$ cat src/hdl/accel_ema_threshold_peak_macros.svh
// Assertion helpers used by the RTL file of this block.
`ifndef ACCEL_EMA_THRESHOLD_PEAK_MACROS_SVH
`define ACCEL_EMA_THRESHOLD_PEAK_MACROS_SVH

// Checked only while out of reset.
`define AETP_ASSERT(label, prop, msg) \
  label: assert property (@(posedge clk_i) disable iff (!rst_ni) prop) else $error(msg);

// Checked at every edge, reset included.
`define AETP_ASSERT_ALWAYS(label, prop, msg) \
  label: assert property (@(posedge clk_i) prop) else $error(msg);

`endif

$ cat src/hdl/aetp_pkg.sv
`default_nettype none

package aetp_pkg;

  localparam int unsigned AVG_W       = 24;
  localparam int unsigned ACC_W       = 16;
  localparam int unsigned THR_W       = 14;
  localparam int unsigned ALPHA_W     = 9;
  localparam int unsigned OFS_W       = 14;
  localparam int unsigned CFG_IDX_W   = 2;
  localparam int unsigned CFG_DATA_W  = 14;
  localparam int unsigned G_FRAC_BITS = 12;
  localparam int unsigned ALPHA_FRAC  = 8;
  localparam int unsigned X_W         = 15;

  localparam logic [ALPHA_W-1:0] ALPHA_ONE   = 9'd256;
  localparam logic [THR_W-1:0]   THR_RESET   = 14'd819;
  localparam logic [ALPHA_W-1:0] ALPHA_RESET = 9'd26;
  localparam logic [OFS_W-1:0]   OFS_RESET   = 14'd4096;

  typedef enum logic [CFG_IDX_W-1:0] {
    CFG_THRESHOLD = 2'd0,
    CFG_ALPHA     = 2'd1,
    CFG_OFFSET    = 2'd2
  } cfg_idx_e;

  typedef enum logic {
    ACT_SAMPLE = 1'b0,
    ACT_CLEAR  = 1'b1
  } action_e;

  typedef struct packed {
    logic signed [ACC_W-1:0] accel;
    logic                    over;
    logic                    fresh;
    logic signed [ACC_W-1:0] peak;
  } result_t;

endpackage

`default_nettype wire

$ cat src/hdl/accel_ema_threshold_peak.sv
// Smoothed single-axis accelerometer with a threshold flag and a signed peak hold. Each item
// is an ADC sample or a peak-clear command and yields exactly one result item. The block takes
// one item per clock cycle while its result is not stalled. An accepted item is registered in
// the input register; from there the moving-average update, offset removal, threshold compare
// and peak update are computed into the result register, which offers the result. That path
// holds the average feedback loop with its two parallel multipliers. A
// stalled result holds the item in the input register and stalls the input. Configuration
// writes are always ready and should only be issued while no item is in flight.
`default_nettype none
`include "accel_ema_threshold_peak_macros.svh"

module accel_ema_threshold_peak #(
  parameter int unsigned SAMPLE_BITS   = 12,
  parameter int unsigned AVG_FRAC_BITS = 8
) (
  input  wire logic                                    clk_i,
  input  wire logic                                    rst_ni,
  input  wire logic                                    cfg_valid_i,
  output      logic                                    cfg_ready_o,
  input  wire logic [aetp_pkg::CFG_IDX_W-1:0]          cfg_index_i,
  input  wire logic [aetp_pkg::CFG_DATA_W-1:0]         cfg_data_i,
  input  wire logic                                    in_valid_i,
  output      logic                                    in_stall_o,
  input  wire logic                                    action_i,
  input  wire logic [SAMPLE_BITS-1:0]                  sample_i,
  output      logic                                    out_valid_o,
  input  wire logic                                    out_stall_i,
  output      logic signed [aetp_pkg::ACC_W-1:0]       acceleration_o,
  output      logic                                    over_threshold_o,
  output      logic                                    new_peak_o,
  output      logic signed [aetp_pkg::ACC_W-1:0]       peak_value_o
);
  import aetp_pkg::*;

  localparam int unsigned XS_W     = X_W + AVG_FRAC_BITS;
  localparam int unsigned PROD_A_W = XS_W + ALPHA_W + 1;
  localparam int unsigned PROD_B_W = AVG_W + ALPHA_W + 1;
  localparam int unsigned SUM_W    = ((PROD_A_W > PROD_B_W) ? PROD_A_W : PROD_B_W) + 1;
  localparam int unsigned D_BASE_W = ((AVG_W > OFS_W + AVG_FRAC_BITS + 1) ?
                                      AVG_W : OFS_W + AVG_FRAC_BITS + 1);
  localparam int unsigned D_W      = D_BASE_W + 2;

  localparam logic signed [SUM_W-1:0] EMA_ROUND = SUM_W'(ALPHA_ONE >> 1);
  localparam logic signed [D_W-1:0]   ACC_HALF  = D_W'((64'd1 << AVG_FRAC_BITS) >> 1);

  logic                     s1_valid_q, s1_valid_d;
  logic                     s1_action_q;
  logic [SAMPLE_BITS-1:0]   s1_sample_q;
  logic                     out_valid_q, out_valid_d;
  result_t                  res_q, res_d;
  logic signed [AVG_W-1:0]  avg_q, avg_d;
  logic signed [ACC_W-1:0]  peak_q, peak_d;
  logic [THR_W-1:0]         thr_q, thr_d;
  logic [ALPHA_W-1:0]       alpha_q, alpha_d;
  logic [OFS_W-1:0]         ofs_q, ofs_d;

  logic                     out_load;
  logic                     s1_adv;
  logic                     in_acc;
  logic                     is_sample;

  logic signed [SAMPLE_BITS-1:0] cen;
  logic signed [SAMPLE_BITS+2:0] cen_ext;
  logic signed [SAMPLE_BITS+2:0] cen6;
  logic signed [X_W-1:0]         x;
  logic signed [XS_W-1:0]        xs;
  logic [ALPHA_W-1:0]            alpha_eff;
  logic [ALPHA_W-1:0]            beta;
  logic signed [PROD_A_W-1:0]    prod_a;
  logic signed [PROD_B_W-1:0]    prod_b;
  logic signed [SUM_W-1:0]       ema_sum;
  logic signed [SUM_W-1:0]       ema;
  logic signed [AVG_W-1:0]       ema_sat;
  logic signed [D_W-1:0]         diff;
  logic signed [D_W-1:0]         diff_sh;
  logic signed [ACC_W-1:0]       acc;
  logic signed [ACC_W:0]         acc_ext;
  logic signed [ACC_W:0]         peak_ext;
  logic [ACC_W:0]                acc_abs;
  logic [ACC_W:0]                peak_abs;
  logic                          over;
  logic                          fresh;

  // Handshake and pipeline advance.
  assign cfg_ready_o = 1'b1;
  assign out_load    = !out_valid_q || !out_stall_i;
  assign s1_adv      = s1_valid_q && out_load;
  assign in_stall_o  = s1_valid_q && !out_load;
  assign in_acc      = in_valid_i && !in_stall_o;
  assign s1_valid_d  = in_acc || (s1_valid_q && !out_load);
  assign out_valid_d = s1_adv || (out_valid_q && out_stall_i);

  always_comb begin
    thr_d   = thr_q;
    alpha_d = alpha_q;
    ofs_d   = ofs_q;
    if (cfg_valid_i && cfg_ready_o) begin
      case (cfg_idx_e'(cfg_index_i))
        CFG_THRESHOLD: thr_d   = cfg_data_i[THR_W-1:0];
        CFG_ALPHA:     alpha_d = cfg_data_i[ALPHA_W-1:0];
        CFG_OFFSET:    ofs_d   = cfg_data_i[OFS_W-1:0];
        default: begin
        end
      endcase
    end
  end

  // Sample to acceleration: flipping the MSB centers the offset-binary ADC code.
  assign is_sample = (s1_action_q == ACT_SAMPLE);
  assign cen       = $signed({~s1_sample_q[SAMPLE_BITS-1], s1_sample_q[SAMPLE_BITS-2:0]});
  assign cen_ext   = (SAMPLE_BITS+3)'(cen);
  assign cen6      = (cen_ext <<< 2) + (cen_ext <<< 1);

  if (SAMPLE_BITS <= G_FRAC_BITS) begin : g_scale_up
    assign x = X_W'(cen6) <<< (G_FRAC_BITS - SAMPLE_BITS);
  end else begin : g_scale_down
    assign x = X_W'(cen6 >>> (SAMPLE_BITS - G_FRAC_BITS));
  end

  // Moving average update.
  assign xs        = XS_W'(x) <<< AVG_FRAC_BITS;
  assign alpha_eff = (alpha_q > ALPHA_ONE) ? ALPHA_ONE : alpha_q;
  assign beta      = ALPHA_ONE - alpha_eff;
  assign prod_a    = PROD_A_W'(xs) * PROD_A_W'($signed({1'b0, alpha_eff}));
  assign prod_b    = PROD_B_W'(avg_q) * PROD_B_W'($signed({1'b0, beta}));
  assign ema_sum   = SUM_W'(prod_a) + SUM_W'(prod_b) + EMA_ROUND;
  assign ema       = ema_sum >>> ALPHA_FRAC;

  always_comb begin
    if ((&ema[SUM_W-1:AVG_W-1]) || !(|ema[SUM_W-1:AVG_W-1])) begin
      ema_sat = AVG_W'(ema);
    end else begin
      ema_sat = {ema[SUM_W-1], {(AVG_W-1){~ema[SUM_W-1]}}};
    end
  end

  assign avg_d = is_sample ? ema_sat : avg_q;

  // Offset removal, rounding and saturation to the output width.
  assign diff    = D_W'(avg_d) - (D_W'($signed({1'b0, ofs_q})) <<< AVG_FRAC_BITS) + ACC_HALF;
  assign diff_sh = diff >>> AVG_FRAC_BITS;

  always_comb begin
    if ((&diff_sh[D_W-1:ACC_W-1]) || !(|diff_sh[D_W-1:ACC_W-1])) begin
      acc = ACC_W'(diff_sh);
    end else begin
      acc = {diff_sh[D_W-1], {(ACC_W-1){~diff_sh[D_W-1]}}};
    end
  end

  // Threshold and peak hold.
  assign acc_ext  = (ACC_W+1)'(acc);
  assign peak_ext = (ACC_W+1)'(peak_q);
  assign acc_abs  = acc_ext[ACC_W] ? unsigned'(-acc_ext) : unsigned'(acc_ext);
  assign peak_abs = peak_ext[ACC_W] ? unsigned'(-peak_ext) : unsigned'(peak_ext);
  assign over     = acc_abs > (ACC_W+1)'(thr_q);
  assign fresh    = is_sample && over && (acc_abs > peak_abs);

  always_comb begin
    if (!is_sample) begin
      peak_d = '0;
    end else if (fresh) begin
      peak_d = acc;
    end else begin
      peak_d = peak_q;
    end
  end

  always_comb begin
    res_d.accel = acc;
    res_d.over  = over;
    res_d.fresh = fresh;
    res_d.peak  = peak_d;
  end

  always_ff @(posedge clk_i or negedge rst_ni) begin
    if (!rst_ni) begin
      s1_valid_q  <= 1'b0;
      out_valid_q <= 1'b0;
      avg_q       <= '0;
      peak_q      <= '0;
      thr_q       <= THR_RESET;
      alpha_q     <= ALPHA_RESET;
      ofs_q       <= OFS_RESET;
    end else begin
      s1_valid_q  <= s1_valid_d;
      out_valid_q <= out_valid_d;
      thr_q       <= thr_d;
      alpha_q     <= alpha_d;
      ofs_q       <= ofs_d;
      if (s1_adv) begin
        avg_q  <= avg_d;
        peak_q <= peak_d;
      end
    end
  end

  always_ff @(posedge clk_i) begin
    if (in_acc) begin
      s1_action_q <= action_i;
      s1_sample_q <= sample_i;
    end
    if (s1_adv) begin
      res_q <= res_d;
    end
  end

  assign out_valid_o      = out_valid_q;
  assign acceleration_o   = res_q.accel;
  assign over_threshold_o = res_q.over;
  assign new_peak_o       = res_q.fresh;
  assign peak_value_o     = res_q.peak;

  // A new peak is only taken from an acceleration that crossed the threshold.
  `AETP_ASSERT(a_peak_needs_over, out_valid_q && res_q.fresh |-> res_q.over, "new peak without threshold crossing")
  // A new peak reports the acceleration it was taken from.
  `AETP_ASSERT(a_peak_is_accel, out_valid_q && res_q.fresh |-> (res_q.peak == res_q.accel), "new peak differs from acceleration")
  // A clear command zeroes the peak and leaves the average alone.
  `AETP_ASSERT(a_clear_peak, s1_adv && (s1_action_q == ACT_CLEAR) |=> (peak_q == '0), "clear did not zero the peak")
  `AETP_ASSERT(a_clear_avg, s1_adv && (s1_action_q == ACT_CLEAR) |=> $stable(avg_q), "clear changed the average")
  // State only moves when an item leaves the input register.
  `AETP_ASSERT(a_state_hold, !s1_adv |=> $stable(avg_q) && $stable(peak_q), "state changed without an item")

endmodule

`default_nettype wire
$ cat config.mk
export PLATFORM = sky130hd
export DESIGN_NAME = accel_ema_threshold_peak
export DESIGN_NICKNAME = d
export VERILOG_FILES = /design/src/hdl/aetp_pkg.sv /design/src/hdl/accel_ema_threshold_peak.sv
export VERILOG_INCLUDE_DIRS = /design/src /design/src/hdl
export SDC_FILE = /design/constraint.sdc
export NUM_CORES = 1
export LEC_CHECK = 0
export BUFFER_PORTS_ARGS = -buffer_cell sky130_fd_sc_hd__buf_4
export CORE_UTILIZATION = 66
export DETAILED_ROUTE_END_ITERATION = 10
export PLACE_DENSITY = 0.84
export RECOVER_POWER = 100
export SYNTH_ARGS = -nofsm -noshare
export SYNTH_HDL_FRONTEND = slang
export SYNTH_SLANG_ARGS = --single-unit
$ cat constraint.sdc
create_clock -name clk_i -period 22.5 [get_ports clk_i]
set_input_delay 4.5 -clock clk_i [delete_from_list [all_inputs] [get_ports clk_i]]
set_output_delay 4.5 -clock clk_i [all_outputs]
set_load 0.02 [all_outputs]
Word level (Yosys, flattened, before mapping) --
Cells that the tools add are included.
Word-level totals: RAM bits 0, memories kept 0, latch bits 0, memory bits (read-only) 0, output and inout port bits 37, input port bits 34, flip-flop bits (word level) 126, logic and storage cells 65
Operators by class: equality and inequality tests 2, magnitude comparators 3, bitwise gates (word level) 4, $add $sub $neg 8, shift-type cells 0, div/mod/pow operators 0, multiply operators 2, mux-type cells 8, reduce and logical (&&, ||, !) cells 25
Operators by type and width (number):
- $mux 16 | 3
- $mux 24 | 2
- $add 33x34->35 | 1
- $add 35x9->35 const B | 1
- $mul 24x10->34 | 1
- $mux 17 | 2
- $neg 16->17 | 2
- $add 25x9->26 const B | 1
- $mul 15x10->25 | 1
- $sub 24x23->25 | 1
- $gt 17x14->1 | 1
- $gt 17x17->1 | 1
- $add 14x13->15 | 1
- $gt 9x9->1 const B | 1
- $mux 9 | 1
- $sub 9x9->9 const A | 1
- $logic_and 1x1->1 | 6
- $logic_not 1->1 | 6
- $reduce_and 2->1 | 3
- $logic_or 1x1->1 | 5
- $not 1->1 | 4
- $reduce_and 4->1 | 1
- $reduce_or 4->1 | 1
- $reduce_and 3->1 | 1
- 4 further kinds | 4

Longest topological paths before layout --
depth after elaboration 24, depth in mapped cells 89

Least setup slack after synthesis --
OpenSTA, ideal clock, no wires.
path type reg2reg, from register s1_sample_q[0], to register res_q (netlist bit peak_value_o[3]), data pin, clock period less this slack 18.182 ns, cell stages (with the launch flop) 88, data arrival time 17.911 ns, slack 4.318 ns, data required time 22.228 ns, path through edfxtp_1 ha_1 fa_1 a21oi_1 nor2_1 nor2_1 o21bai_1 a21oi_1 xnor2_1 nand2_1 fa_1 inv_1 fa_1 inv_1 fa_1 inv_1 fa_1 inv_1 [... 52 more ...] ha_1 nor2b_1 o21a_1 o21a_1 o21a_1 o21a_1 o21ai_0 nand2b_1 a21oi_1 o21ai_0 o2111ai_1 a21oi_1 a211oi_1 o211ai_1 o31a_1 buf_6 buf_6 mux2i_1
Between the ends: longest elaborated chain between the ends 22
RTL lines:
- start, declared | line accel_ema_threshold_peak.sv:48 | logic [SAMPLE_BITS-1:0] s1_sample_q;
- start signal, assigned | line accel_ema_threshold_peak.sv:201 | s1_sample_q <= sample_i;
- $add 14x13->15 * | line accel_ema_threshold_peak.sv:112 | assign cen6 = (cen_ext <<< 2) + (cen_ext <<< 1);
- $mul 15x10->25 * | line accel_ema_threshold_peak.sv:124 | assign prod_a = PROD_A_W'(xs) * PROD_A_W'($signed({1'b0, alpha_eff}));
- $add 33x34->35 * | line accel_ema_threshold_peak.sv:126 | assign ema_sum = SUM_W'(prod_a) + SUM_W'(prod_b) + EMA_ROUND;
- $add 35x9->35 * | line accel_ema_threshold_peak.sv:126
- $reduce_or 4->1 | line accel_ema_threshold_peak.sv:130 | if ((&ema[SUM_W-1:AVG_W-1]) || !(|ema[SUM_W-1:AVG_W-1])) begin
- $logic_not 1->1 | line accel_ema_threshold_peak.sv:130
- $logic_or 1x1->1 | line accel_ema_threshold_peak.sv:130
- $mux 24 * | line accel_ema_threshold_peak.sv:130
- [... 1 more ...]
- via avg_d[11] | line accel_ema_threshold_peak.sv:51 | logic signed [AVG_W-1:0] avg_q, avg_d;
- [... 5 more ...]
- $mux 16 * | line accel_ema_threshold_peak.sv:144 | if ((&diff_sh[D_W-1:ACC_W-1]) || !(|diff_sh[D_W-1:ACC_W-1])) begin
- $neg 16->17 | line accel_ema_threshold_peak.sv:154 | assign acc_abs = acc_ext[ACC_W] ? unsigned'(-acc_ext) : unsigned'(acc_ext);
- $mux 17 | line accel_ema_threshold_peak.sv:154
- $gt 17x14->1 | line accel_ema_threshold_peak.sv:156 | assign over = acc_abs > (ACC_W+1)'(thr_q);
- $logic_and 1x1->1 (2 in series) | line accel_ema_threshold_peak.sv:157 | assign fresh = is_sample && over && (acc_abs > peak_abs);
- $mux 16 * | line accel_ema_threshold_peak.sv:162 | end else if (fresh) begin
- $mux 16 * | line accel_ema_threshold_peak.sv:160 | if (!is_sample) begin
- via peak_d[3] | line accel_ema_threshold_peak.sv:52 | logic signed [ACC_W-1:0] peak_q, peak_d;
- end signal, assigned | line accel_ema_threshold_peak.sv:204 | res_q <= res_d;
- end, declared | line accel_ema_threshold_peak.sv:50 | result_t res_q, res_d;
The timed path passes the listed nets; every way through them passes the cells marked *. A chain may end at the register's enable or synchronous reset.

Worst setup path in the final report --
from register s1_sample_q[0], to register peak_q[10]
Between the ends: longest elaborated chain between the ends 22
RTL lines:
- $add 14x13->15 * | line accel_ema_threshold_peak.sv:112
- $mul 15x10->25 * | line accel_ema_threshold_peak.sv:124
- $add 33x34->35 * | line accel_ema_threshold_peak.sv:126
- $add 35x9->35 * | line accel_ema_threshold_peak.sv:126
- $reduce_or 4->1 | line accel_ema_threshold_peak.sv:130
- $logic_not 1->1 | line accel_ema_threshold_peak.sv:130
- $logic_or 1x1->1 | line accel_ema_threshold_peak.sv:130
- $mux 24 * | line accel_ema_threshold_peak.sv:130
- [... 1 more ...]
- via avg_d[10] | line accel_ema_threshold_peak.sv:51
- [... 4 more ...]
- $logic_or 1x1->1 | line accel_ema_threshold_peak.sv:144
- $mux 16 * | line accel_ema_threshold_peak.sv:144
- $neg 16->17 | line accel_ema_threshold_peak.sv:154
- $mux 17 | line accel_ema_threshold_peak.sv:154
- $gt 17x14->1 | line accel_ema_threshold_peak.sv:156
- $logic_and 1x1->1 (2 in series) | line accel_ema_threshold_peak.sv:157
- $mux 16 * | line accel_ema_threshold_peak.sv:162
- $mux 16 * | line accel_ema_threshold_peak.sv:160
- end signal, assigned | line accel_ema_threshold_peak.sv:193 | peak_q <= peak_d;
- end, declared | line accel_ema_threshold_peak.sv:52
Marks and branches as above.

==> flow_metrics.tcl <==
set metrics [dict create \
    routed_via_density 6.035 \
    slew_headroom -2.047 \
    period_share 0.9280 \
    core_region_area_sq_mm 0.03287 \
    final.fill_count 2578 \
    synth.distinct_cells 86 \
    grt_pass1_vias 19060 \
    rows 66 \
    holdWs_ps 501.9 \
    root_buffer "clkbuf_16" \
    violations "max-capacitance violations, max-slew violations" \
    cp-start-kind "flop" \
    gr-usage-all-layers 0.3576 \
    gr-max-usage-layer "met2" \
    place_congestion 0.9844 \
    cp_max_fo 36 \
    layout_min_cycle_time_ps 20880 \
    place_area_sq_mm 0.02310 \
    hold_viol 0 \
    yosysWarnings 0 \
    async_flop_share 0.6270 \
    grt_setup_unrepaired "no" \
    clock_path_buffers 2 \
    syn_avg_cell_area_sq_um 8.860 \
    hpwlAfterDp_mm 46.94 \
    ctsHoldBuffers 0 \
    pin_count 71 \
    yosys_register_bits 126 \
    vias 18020 \
    numCtsBuffers 17 \
    htree_levels 4 \
    final_cell_mix "466 x inv_1, 312 x fa_1, 306 x nand2_1" \
    tightest_slew_ps 4570 \
    critPathCaptureType "flop" \
    setup-tns-final_ps 0 \
    slowest_delay_ps 670 \
    synth_area_sq_mm 0.02222 \
    drive_gt1_frac 0.05663 \
    diodes 0 \
    ant_nets 0 \
    design_area_sq_mm 0.02345 \
    nets 3086 \
    clock_skew_ps 11.33 \
    crit_type "flop to flop" \
    initial_core_util 0.6761 \
    drt_iter0_drc 1423 \
    status "finished, violations left" \
    grt_util_met2 0.5879 \
    synth_area_leaders "fa_1 28%, ha_1 12%, inv_1 7.9%" \
    grtUsageMet3 0.05439 \
    cts_tree "built" \
    grt_overflow 0 \
    synthToLayoutAreaGrowth_pct 5.529 \
    max_clock_freq_mhz 47.89 \
    chipHeight_microns 185.5 \
    grt_max_degree 80 \
    yosysTopAreaCellShare 0.2811 \
    finalSetupViolCount 0 \
    crit_slowest_cell "o31a_2" \
    grt_pass1_wl_mm 95.13 \
    drc 0 \
    clkLatencyLatePin_ps 440 \
    portBuffers 69 \
    maxCapViolations 2 \
    slew_viol_final 117 \
    cp.required_ps 22780 \
    synth-edff-count 47 \
    grt_use_met1 0.4776 \
    synth-seq-area-share 0.1530 \
    ys.flop_type "dfrtp_1" \
    clock_sinks 126 \
    die_x_microns 185.5 \
    clk_pin_slew_ps 70 \
    yosys.area.top_type "fa_1" \
    firstDrtPassIters 6 \
    cpMostUsedCell "o21ai_0" \
    min_path_type "flop to flop" \
    antenna_found_initial 0 \
    totalWireLength_mm 58.02 \
    die_area_sq_mm 0.03441 \
    layout_commonest_cell "inv_1" \
    syn_inst 2508 \
    cp_data_arrival_time_ps 21160 \
    wl_per_cell_microns 19.44 \
]
layout make-up:
type	count	area, sq um	share of cell area
Clock buffer	17	425.4	0.01814
Multi-Input combinational cell	1827	16670	0.7107
Clock inverter	15	141.4	0.006029
Tap cell	442	553.0	0.02358
Inverter	470	1764	0.07523
Timing Repair Buffer	88	499.2	0.02129
Sequential cell	126	3401	0.1450
worst max-delay path: cells and delay by family (launching register included):
family	cells	cell delay (ps)
xor+xnor	2	440
fa+ha+maj	16	6830
buf+inv	9	780
mux	1	330
compound gates	45	8930
flops	1	530
simple gates	12	2800
path summary, 6_finish.rpt:
kind,from,to,slack (ps),depth (start not counted)
min in group asynchronous,rst_ni,ofs_q[13],5680,1
max in group asynchronous,rst_ni,peak_q[1],14240,1
setup / recovery,s1_sample_q[0],peak_q[10],1620,85
hold / removal,s1_valid_q,out_valid_o,500,1
hold reg to reg,s1_valid_q,out_valid_o,500,1
setup reg to reg,s1_sample_q[0],peak_q[10],1620,85
state kept, by name, summed over array words and instances, names as in the netlist:
| signal | cells |
|---|---|
| thr_q | 14 |
| acceleration_o | 16 |
| s1_valid_q | 1 |
| peak_q | 16 |
| peak_value_o | 16 |
| avg_q | 24 |
| s1_sample_q | 12 |
| out_valid_o | 1 |
| s1_action_q | 1 |
| ofs_q | 14 |
| alpha_q | 9 |
| over_threshold_o | 1 |
| new_peak_o | 1 |
what timing repair did:
action,CTS,global route
endpoints found under the hold margin,0,0
setup buffers,0,0
resized for setup,0,1
endpoints found under the setup margin,0,6
cells in the mapped netlist, drive strengths merged, types with 12 or more instances:
cell	instances
clkbuf	78
a21o	35
o21ai	84
mux2i	22
xor2	29
inv	470
nand3	18
o21a	24
ha	210
nor2b	36
xnor2	68
o221ai	16
o21bai	17
a21oi	123
nor3	35
dfrtp	69
o31ai	12
fa	312
nor2	105
a211oi	30
edfxtp	47
mux2	28
and2	143
nand4	19
nand2	307
nand2b	17
through the flow:
step           std cells  setup WS (ps)  utilization
2_1_floorplan       2509           4318            -
3_5_place_dp        2953           1870       0.7030
4_1_cts             2985           1798       0.7202
6_report            2985           1620       0.7135
3_3_place_gp        2953           2526       0.7030
5_1_grt             2985          128.2       0.7135
cells by family after synthesis:
group,after synthesis,share of synthesized area
buffers and inverters,556,0.09578
other,2,0.0003380
xor gates and xnor gates,97,0.03823
and+or+nand+nor,734,0.1611
DFF,126,0.1530
AOI/OAI and AO/OA,421,0.1281
adders and majority gates,522,0.3993
muxes,50,0.02410
metal layers:
layer  part of all wire  routed length (microns)
met5                  0                        0
met4              0.032                     1879
met3              0.076                     4381
met2               0.47                    27340
met1               0.42                    24410
Power is left out: the tool's default activity adds up to more than one toggle a clock period on the data nets, which glitch-free logic cannot reach.
